[src/hdl/lfsp_pkg.sv]
// ----------------------------------------------------------------------------
// LED frame stream parser package
// Shared types, event codes and protocol constants of the frame parser.
// ----------------------------------------------------------------------------
package lfsp_pkg;

    localparam int unsigned LED_CAPACITY = 300;

    localparam logic [7:0]  SYNC_A        = 8'h41;
    localparam logic [7:0]  SYNC_D        = 8'h64;
    localparam logic [7:0]  SYNC_LA       = 8'h61;
    localparam logic [7:0]  CHECK_MASK    = 8'h55;
    localparam logic [15:0] TIMEOUT_RESET = 16'd8000;
    localparam logic [15:0] IDLE_MAX      = 16'hFFFF;
    localparam logic [10:0] CAPACITY_CNT  = 11'(LED_CAPACITY);
    localparam logic [16:0] CAPACITY_LEN  = 17'(LED_CAPACITY);

    localparam logic        OP_BYTE = 1'b0;
    localparam logic        OP_TICK = 1'b1;

    typedef enum logic [1:0] {
        EV_CLEAR = 2'd0,
        EV_PIXEL = 2'd1,
        EV_SHOW  = 2'd2,
        EV_BLANK = 2'd3
    } event_t;

    typedef enum logic [3:0] {
        PH_A     = 4'd0,
        PH_D     = 4'd1,
        PH_LA    = 4'd2,
        PH_HIGH  = 4'd3,
        PH_LOW   = 4'd4,
        PH_CHECK = 4'd5,
        PH_RED   = 4'd6,
        PH_GREEN = 4'd7,
        PH_BLUE  = 4'd8
    } phase_t;

    typedef struct packed {
        event_t      event_kind;
        logic [9:0]  pixel_index;
        logic [10:0] pixel_count;
        logic [7:0]  red;
        logic [7:0]  green;
        logic [7:0]  blue;
        logic        last;
    } result_t;

    typedef struct packed {
        logic [1:0] num;
        result_t    first;
        result_t    second;
    } result_pair_t;

    function automatic result_t make_result(
        input event_t      kind,
        input logic [9:0]  idx,
        input logic [10:0] cnt,
        input logic [7:0]  r,
        input logic [7:0]  g,
        input logic [7:0]  b,
        input logic        fin
    );
        result_t res;
        res.event_kind  = kind;
        res.pixel_index = idx;
        res.pixel_count = cnt;
        res.red         = r;
        res.green       = g;
        res.blue        = b;
        res.last        = fin;
        return res;
    endfunction

endpackage

[src/hdl/led_frame_stream_parser_unit.sv]
// ----------------------------------------------------------------------------
// LED frame stream parser
// Parses an Adalight-style serial stream into clear, pixel, show and blank
// events, with an idle timeout counted in millisecond ticks.
// ----------------------------------------------------------------------------
// One input beat is taken every cycle as long as the result queue holds at
// most two results; an accepted input beat is registered ahead of the
// parser, and its results are registered in the result queue before they
// leave. The output side moves one result per cycle while out_stall is low,
// so the final blue byte of a frame, which yields a pixel write and a show,
// costs two output beats and sets the sustained rate when frames are short.
module led_frame_stream_parser_unit
    import lfsp_pkg::*;
(
    input  logic        clk,
    input  logic        rst_n,
    input  logic        cfg_write_enable,
    input  logic [15:0] cfg_write_data,
    input  logic        in_valid,
    output logic        in_stall,
    input  logic        opcode,
    input  logic [7:0]  data_byte,
    output logic        out_valid,
    input  logic        out_stall,
    output logic [1:0]  event_kind,
    output logic [9:0]  pixel_index,
    output logic [10:0] pixel_count,
    output logic [7:0]  red,
    output logic [7:0]  green,
    output logic [7:0]  blue,
    output logic        last
);

    logic         stage_valid_reg, stage_valid_next;
    logic         opcode_reg;
    logic [7:0]   byte_reg;
    logic         has_room;
    logic         fire;
    logic         accept;
    result_pair_t results;
    result_t      head;

    assign fire     = stage_valid_reg && has_room;
    assign in_stall = stage_valid_reg && !has_room;
    assign accept   = in_valid && !in_stall;

    always_comb
    begin
        if (accept)
            stage_valid_next = 1'b1;
        else if (fire)
            stage_valid_next = 1'b0;
        else
            stage_valid_next = stage_valid_reg;
    end

    always_ff @(posedge clk or negedge rst_n)
    begin
        if (!rst_n)
            stage_valid_reg <= 1'b0;
        else
            stage_valid_reg <= stage_valid_next;
    end

    always_ff @(posedge clk)
    begin
        if (accept)
        begin
            opcode_reg <= opcode;
            byte_reg   <= data_byte;
        end
    end

    lfsp_parser u_parser (
        .clk              (clk),
        .rst_n            (rst_n),
        .cfg_write_enable (cfg_write_enable),
        .cfg_write_data   (cfg_write_data),
        .fire             (fire),
        .opcode           (opcode_reg),
        .data_byte        (byte_reg),
        .results          (results)
    );

    lfsp_out_fifo u_out_fifo (
        .clk       (clk),
        .rst_n     (rst_n),
        .push      (results),
        .has_room  (has_room),
        .out_valid (out_valid),
        .out_stall (out_stall),
        .head      (head)
    );

    assign event_kind  = head.event_kind;
    assign pixel_index = head.pixel_index;
    assign pixel_count = head.pixel_count;
    assign red         = head.red;
    assign green       = head.green;
    assign blue        = head.blue;
    assign last        = head.last;

endmodule

[src/hdl/lfsp_parser.sv]
// ----------------------------------------------------------------------------
// LED frame parser core
// Holds the parse state and the idle counter and turns one registered beat
// into zero, one or two result items.
// ----------------------------------------------------------------------------
module lfsp_parser
    import lfsp_pkg::*;
(
    input  logic         clk,
    input  logic         rst_n,
    input  logic         cfg_write_enable,
    input  logic [15:0]  cfg_write_data,
    input  logic         fire,
    input  logic         opcode,
    input  logic [7:0]   data_byte,
    output result_pair_t results
);

    phase_t      phase_reg, phase_next;
    logic [7:0]  high_reg, high_next;
    logic [7:0]  low_reg, low_next;
    logic [10:0] length_reg, length_next;
    logic [9:0]  pixel_reg, pixel_next;
    logic [7:0]  red_reg, red_next;
    logic [7:0]  green_reg, green_next;
    logic [15:0] idle_reg, idle_next;
    logic [15:0] timeout_reg;

    logic [16:0] header_len;
    logic [10:0] capped_len;
    logic [10:0] pixel_plus;

    always_ff @(posedge clk or negedge rst_n)
    begin
        if (!rst_n)
        begin
            phase_reg   <= PH_A;
            high_reg    <= '0;
            low_reg     <= '0;
            length_reg  <= '0;
            pixel_reg   <= '0;
            red_reg     <= '0;
            green_reg   <= '0;
            idle_reg    <= '0;
            timeout_reg <= TIMEOUT_RESET;
        end
        else
        begin
            phase_reg  <= phase_next;
            high_reg   <= high_next;
            low_reg    <= low_next;
            length_reg <= length_next;
            pixel_reg  <= pixel_next;
            red_reg    <= red_next;
            green_reg  <= green_next;
            idle_reg   <= idle_next;
            if (cfg_write_enable)
            begin
                timeout_reg <= cfg_write_data;
            end
        end
    end

    assign header_len = {1'b0, high_reg, low_reg} + 17'd1;
    assign capped_len = (header_len > CAPACITY_LEN) ? CAPACITY_CNT : header_len[10:0];
    assign pixel_plus = {1'b0, pixel_reg} + 11'd1;

    always_comb
    begin
        phase_next  = phase_reg;
        high_next   = high_reg;
        low_next    = low_reg;
        length_next = length_reg;
        pixel_next  = pixel_reg;
        red_next    = red_reg;
        green_next  = green_reg;
        idle_next   = idle_reg;
        results     = '0;

        if (fire)
        begin
            if (opcode == OP_TICK)
            begin
                if ((timeout_reg != '0) && (idle_reg >= timeout_reg))
                begin
                    results.num   = 2'd1;
                    results.first = make_result(EV_BLANK, '0, CAPACITY_CNT,
                                                '0, '0, '0, 1'b1);
                    idle_next     = '0;
                    phase_next    = PH_A;
                end
                else if (idle_reg != IDLE_MAX)
                begin
                    idle_next = idle_reg + 16'd1;
                end
            end
            else
            begin
                case (phase_reg)
                    PH_D:
                    begin
                        if (data_byte == SYNC_D)
                            phase_next = PH_LA;
                        else
                            phase_next = (data_byte == SYNC_A) ? PH_D : PH_A;
                    end
                    PH_LA:
                    begin
                        if (data_byte == SYNC_LA)
                            phase_next = PH_HIGH;
                        else
                            phase_next = (data_byte == SYNC_A) ? PH_D : PH_A;
                    end
                    PH_HIGH:
                    begin
                        high_next  = data_byte;
                        phase_next = PH_LOW;
                    end
                    PH_LOW:
                    begin
                        low_next   = data_byte;
                        phase_next = PH_CHECK;
                    end
                    PH_CHECK:
                    begin
                        if (data_byte == (high_reg ^ low_reg ^ CHECK_MASK))
                        begin
                            length_next   = capped_len;
                            pixel_next    = '0;
                            results.num   = 2'd1;
                            results.first = make_result(EV_CLEAR, '0, capped_len,
                                                        '0, '0, '0, 1'b1);
                            phase_next    = PH_RED;
                        end
                        else
                        begin
                            phase_next = PH_A;
                        end
                    end
                    PH_RED:
                    begin
                        red_next   = data_byte;
                        phase_next = PH_GREEN;
                    end
                    PH_GREEN:
                    begin
                        green_next = data_byte;
                        phase_next = PH_BLUE;
                    end
                    PH_BLUE:
                    begin
                        if (pixel_plus >= length_reg)
                        begin
                            results.num    = 2'd2;
                            results.first  = make_result(EV_PIXEL, pixel_reg, '0,
                                                         red_reg, green_reg,
                                                         data_byte, 1'b0);
                            results.second = make_result(EV_SHOW, '0, length_reg,
                                                         '0, '0, '0, 1'b1);
                            idle_next      = '0;
                            pixel_next     = '0;
                            phase_next     = PH_A;
                        end
                        else
                        begin
                            results.num   = 2'd1;
                            results.first = make_result(EV_PIXEL, pixel_reg, '0,
                                                        red_reg, green_reg,
                                                        data_byte, 1'b1);
                            pixel_next    = pixel_plus[9:0];
                            phase_next    = PH_RED;
                        end
                    end
                    default:
                    begin
                        phase_next = (data_byte == SYNC_A) ? PH_D : PH_A;
                    end
                endcase
            end
        end
    end

endmodule

[src/hdl/lfsp_out_fifo.sv]
// ----------------------------------------------------------------------------
// LED frame parser result queue
// Four-entry queue that takes up to two results per cycle and hands out one
// result beat per cycle while out_stall is low.
// ----------------------------------------------------------------------------
module lfsp_out_fifo
    import lfsp_pkg::*;
(
    input  logic         clk,
    input  logic         rst_n,
    input  result_pair_t push,
    output logic         has_room,
    output logic         out_valid,
    input  logic         out_stall,
    output result_t      head
);

    result_t     entry_reg [4];
    logic [1:0]  wr_ptr_reg, wr_ptr_next;
    logic [1:0]  rd_ptr_reg, rd_ptr_next;
    logic [2:0]  count_reg, count_next;
    logic        pop;
    logic [1:0]  wr_ptr_plus;

    assign out_valid   = (count_reg != 3'd0);
    assign pop         = out_valid && !out_stall;
    assign has_room    = (count_reg <= 3'd2);
    assign head        = entry_reg[rd_ptr_reg];
    assign wr_ptr_plus = wr_ptr_reg + 2'd1;

    always_comb
    begin
        wr_ptr_next = wr_ptr_reg + push.num;
        rd_ptr_next = pop ? (rd_ptr_reg + 2'd1) : rd_ptr_reg;
        count_next  = count_reg + {1'b0, push.num} - {2'b00, pop};
    end

    always_ff @(posedge clk or negedge rst_n)
    begin
        if (!rst_n)
        begin
            wr_ptr_reg <= '0;
            rd_ptr_reg <= '0;
            count_reg  <= '0;
        end
        else
        begin
            wr_ptr_reg <= wr_ptr_next;
            rd_ptr_reg <= rd_ptr_next;
            count_reg  <= count_next;
        end
    end

    always_ff @(posedge clk)
    begin
        if (push.num != 2'd0)
        begin
            entry_reg[wr_ptr_reg] <= push.first;
        end
        if (push.num == 2'd2)
        begin
            entry_reg[wr_ptr_plus] <= push.second;
        end
    end

endmodule

[config.mk]
export PLATFORM = sky130hd
export DESIGN_NAME = led_frame_stream_parser_unit
export DESIGN_NICKNAME = d
export VERILOG_FILES = /design/src/hdl/lfsp_pkg.sv /design/src/hdl/led_frame_stream_parser_unit.sv /design/src/hdl/lfsp_parser.sv /design/src/hdl/lfsp_out_fifo.sv
export SDC_FILE = /design/constraint.sdc
export NUM_CORES = 1
export LEC_CHECK = 0
export BUFFER_PORTS_ARGS = -buffer_cell sky130_fd_sc_hd__buf_4
export CAP_MARGIN = 0
export CORE_MARGIN = 5
export CORE_UTILIZATION = 25
export CTS_CLUSTER_DIAMETER = 50
export CTS_CLUSTER_SIZE = 20
export DETAILED_ROUTE_END_ITERATION = 12
export GPL_TIMING_DRIVEN = 1
export PLACE_DENSITY = 0.42
export SETUP_SLACK_MARGIN = 0.4
export SYNTH_ARGS = -nofsm -noshare
export SYNTH_HDL_FRONTEND = slang
export SYNTH_SLANG_ARGS = --single-unit
[constraint.sdc]
create_clock -name clk -period 5.58 [get_ports clk]
set_clock_uncertainty 0.05 [all_clocks]
set_input_delay 0.279 -clock clk [delete_from_list [all_inputs] [get_ports clk]]
set_output_delay 0.279 -clock clk [all_outputs]
set_load 0.005 [all_outputs]
==> qor.txt <==
largest cells by area after synthesis: dfxtp_1 (19%), dfrtp_1 (16%), edfxtp_1 (13%)
ys flop type: dfxtp_1
Register Area: 7070 um^2
CTS Root Cell: clkbuf_16
Clk pin slew, worst setup/hold paths: 50 ps
CP Max Fanout: 15
Max Buffers Root-to-Sink: 3
setup_tns: 0 ps
CP arrival: 4740 ps
GRT Resource Usage Total: 13.4%
CP required: 5720 ps
VDD IR-drop max: 0.193 mV
routed vias: 10300
Sink Count: 298
Yosys warning total: 0
Cell Area, Synth: 14400 um^2
placed inst area: 15800 um^2
placed instance count: 2073
vias per inst: 4.68
hpwl dp: 27500 um
Slew @ Worst Pin: 1100 ps
share of the synthesized area in the top cell type: 19.4%
sequential area share after synthesis: 48.9%
number of global-route vias before repair: 10900
layout cells sized above 1: 20.1%
Fillers: 5916
max cap viols: 0
pwr dens: 365 nW/um^2
leading area contributor after synthesis: dfxtp_1
max reg flops: 192
Core Rows: 88
final worst path period share: 82.4%
Period minus WS final: 4600 ps
grt total ovfl: 0
Slew HR: 26.2%
final RePlAce weighted congestion: 0.773
initial core utilization: 25.1%
io pins: 80
slack of the critical path: 981 ps
count of final hold-check violations: 0
initial antenna violation count: 0
die area: 62700 um^2
post-route core utilization: 30.7%
Resized cells post-CTS: 0
H-tree levels: 2
# DRC: 0
post-synthesis async set-or-reset flop share: 32.6%
Final setup viols: 0
total CTS buffers: 45
global-route wire length before repair: 66300 um
Synth Instances: 1290
drt first-iter violations: 521
Setup WS pre-CTS: 1010 ps
Slew Viols, Final: 0
Post-DRT Antenna Nets: 0
Multi-input gate area: 6810 um^2
Die Y: 250 um
Worst Setup Path Type: flip-flop to flip-flop
status: complete, no violations
Worst setup SP type: flip-flop
CTS tree: done
Layout area overhead: 22.3%
IO Port Bufs: 79
number of flops mapped to enable cells by yosys: 61
synthesized area per cell: 11.2 um^2
Core Box Area: 57500 um^2
Clock Latency Late Sink: 570 ps
leakage: 7.61 nW
largest net degree at the start of global routing: 50
fmax: 217 MHz
Min Hold Slack: 49.8 ps
total power draw: 6.45 mW
Finished Layout Cells: 2191
drt wl/cell: 19.3 um
synth cell count leaders: nand2_1 (250), mux2i_1 (144), dfxtp_1 (140)
die width: 250 um
Setup crit end kind: flip-flop
first-pass iteration count of the detailed router: 5
count of cell types in the netlist: 71
design area: 17700 um^2
Layout Nets: 1451
Synth Net Count: 1353
RSZ-0062 raised after global routing: false
cell with the most instances after synthesis: nand2_1
FF+latch count, synth: 298
Worst Hold Class: primary input to flip-flop
total wire length: 42200 um
-- cells in the final DEF (no fill, tap or decap), drive strengths merged, types with 5 or more instances in the layout --
cell	n
nand2	251
mux2i	144
dfxtp	140
buf	103
dfrtp	91
edfxtp	61
clkbuf	58
mux4	48
o21ai	47
inv	47
dlygate4sd3	33
a22o	32
ha	32
mux2	30
nor2	27
nand3	21
a21oi	20
nor3	19
nor4	19
xnor2	14
nand4	13
o31ai	12
clkinv	12
xor2	11
or4	11
and2	10
nand2b	8
and4	7
nor2b	7
o22ai	6
dfstp	6
or2	6
or3	6
o211ai	5
a211o	5
xor3	5
a21o	5
-- path summary, 6_finish.rpt --
check	start	endpoint	slack, ps	cells past startpoint
setup / recovery	u_parser.pixel_reg[0]$_DFFE_PN0P_	u_out_fifo.entry_reg[1][25]$_DFFE_PP_	980	13
hold / removal	cfg_write_enable	u_parser.timeout_reg[12]$_DFFE_PN1P_	50	2
max in group asynchronous	rst_n	u_parser.length_reg[10]$_DFFE_PN0P_	3990	3
setup reg to reg	u_parser.pixel_reg[0]$_DFFE_PN0P_	u_out_fifo.entry_reg[1][25]$_DFFE_PP_	980	13
min in group asynchronous	rst_n	u_parser.red_reg[7]$_DFFE_PN0P_	280	2
hold reg to reg	u_out_fifo.entry_reg[2][6]$_SDFFE_PP0P_	u_out_fifo.entry_reg[2][6]$_SDFFE_PP0P_	410	2
-- what timing repair did --
item                       in CTS  in global routing
hold endpoints to repair       74                  0
setup buffers                   0                  0
hold buffers                   33                  0
setup endpoints to repair       0                  0
-- worst max-delay path, cell delays in order (launching register included) --
cell	delay, ps
dfrtp_1	450
ha_1	230
nand3_1	120
nor2_1	210
nand2_1	100
xnor2_1	160
ha_1	300
and4_1	180
o21ai_0	80
o2111ai_1	330
nand3_1	380
nor4b_4	280
or3_2	760
nand2_1	590
-- logic make-up after synthesis --
group                      after synthesis  synth area share (%)
DFF                                    298                  48.9
xor gates and xnor gates                33                  2.81
and+or+nand+nor                        417                  13.7
AOI/OAI and AO/OA                      164                  7.86
muxes                                  222                  19.8
buffers and inverters                  123                  3.96
adders and majority gates               33                  2.91
-- per-layer routing --
| metal | track usage [%] | routed length (um) | vias up |
|---|---|---|---|
| met4 | 2.96 | 707 | 0 |
| li1 | - | - | 4919 |
| met3 | 2.32 | 1380 | 51 |
| met2 | 23.0 | 20800 | 147 |
| met5 | 0 | 0 | - |
| met1 | 17.6 | 19400 | 5143 |
-- report_power, final --
group          total (mW)  internal (mW)  switching [mW]  leakage (nW)
combinational        1.05          0.465           0.581          3.91
clock                2.91           1.79            1.12         0.768
sequential           2.49           2.32           0.173          2.93
total                6.45           4.57            1.88          7.61
-- area by class of cell --
type	instances	area share, %
antenna	1	0.0142
clock buffer	58	7.24
clock inverter	26	1.63
inverter	38	0.807
multi-input combinational	869	38.5
sequential	298	40.0
tap	765	5.42
timing repair buffer	136	6.32
Note: power is estimated with default switching activity, not from simulation.
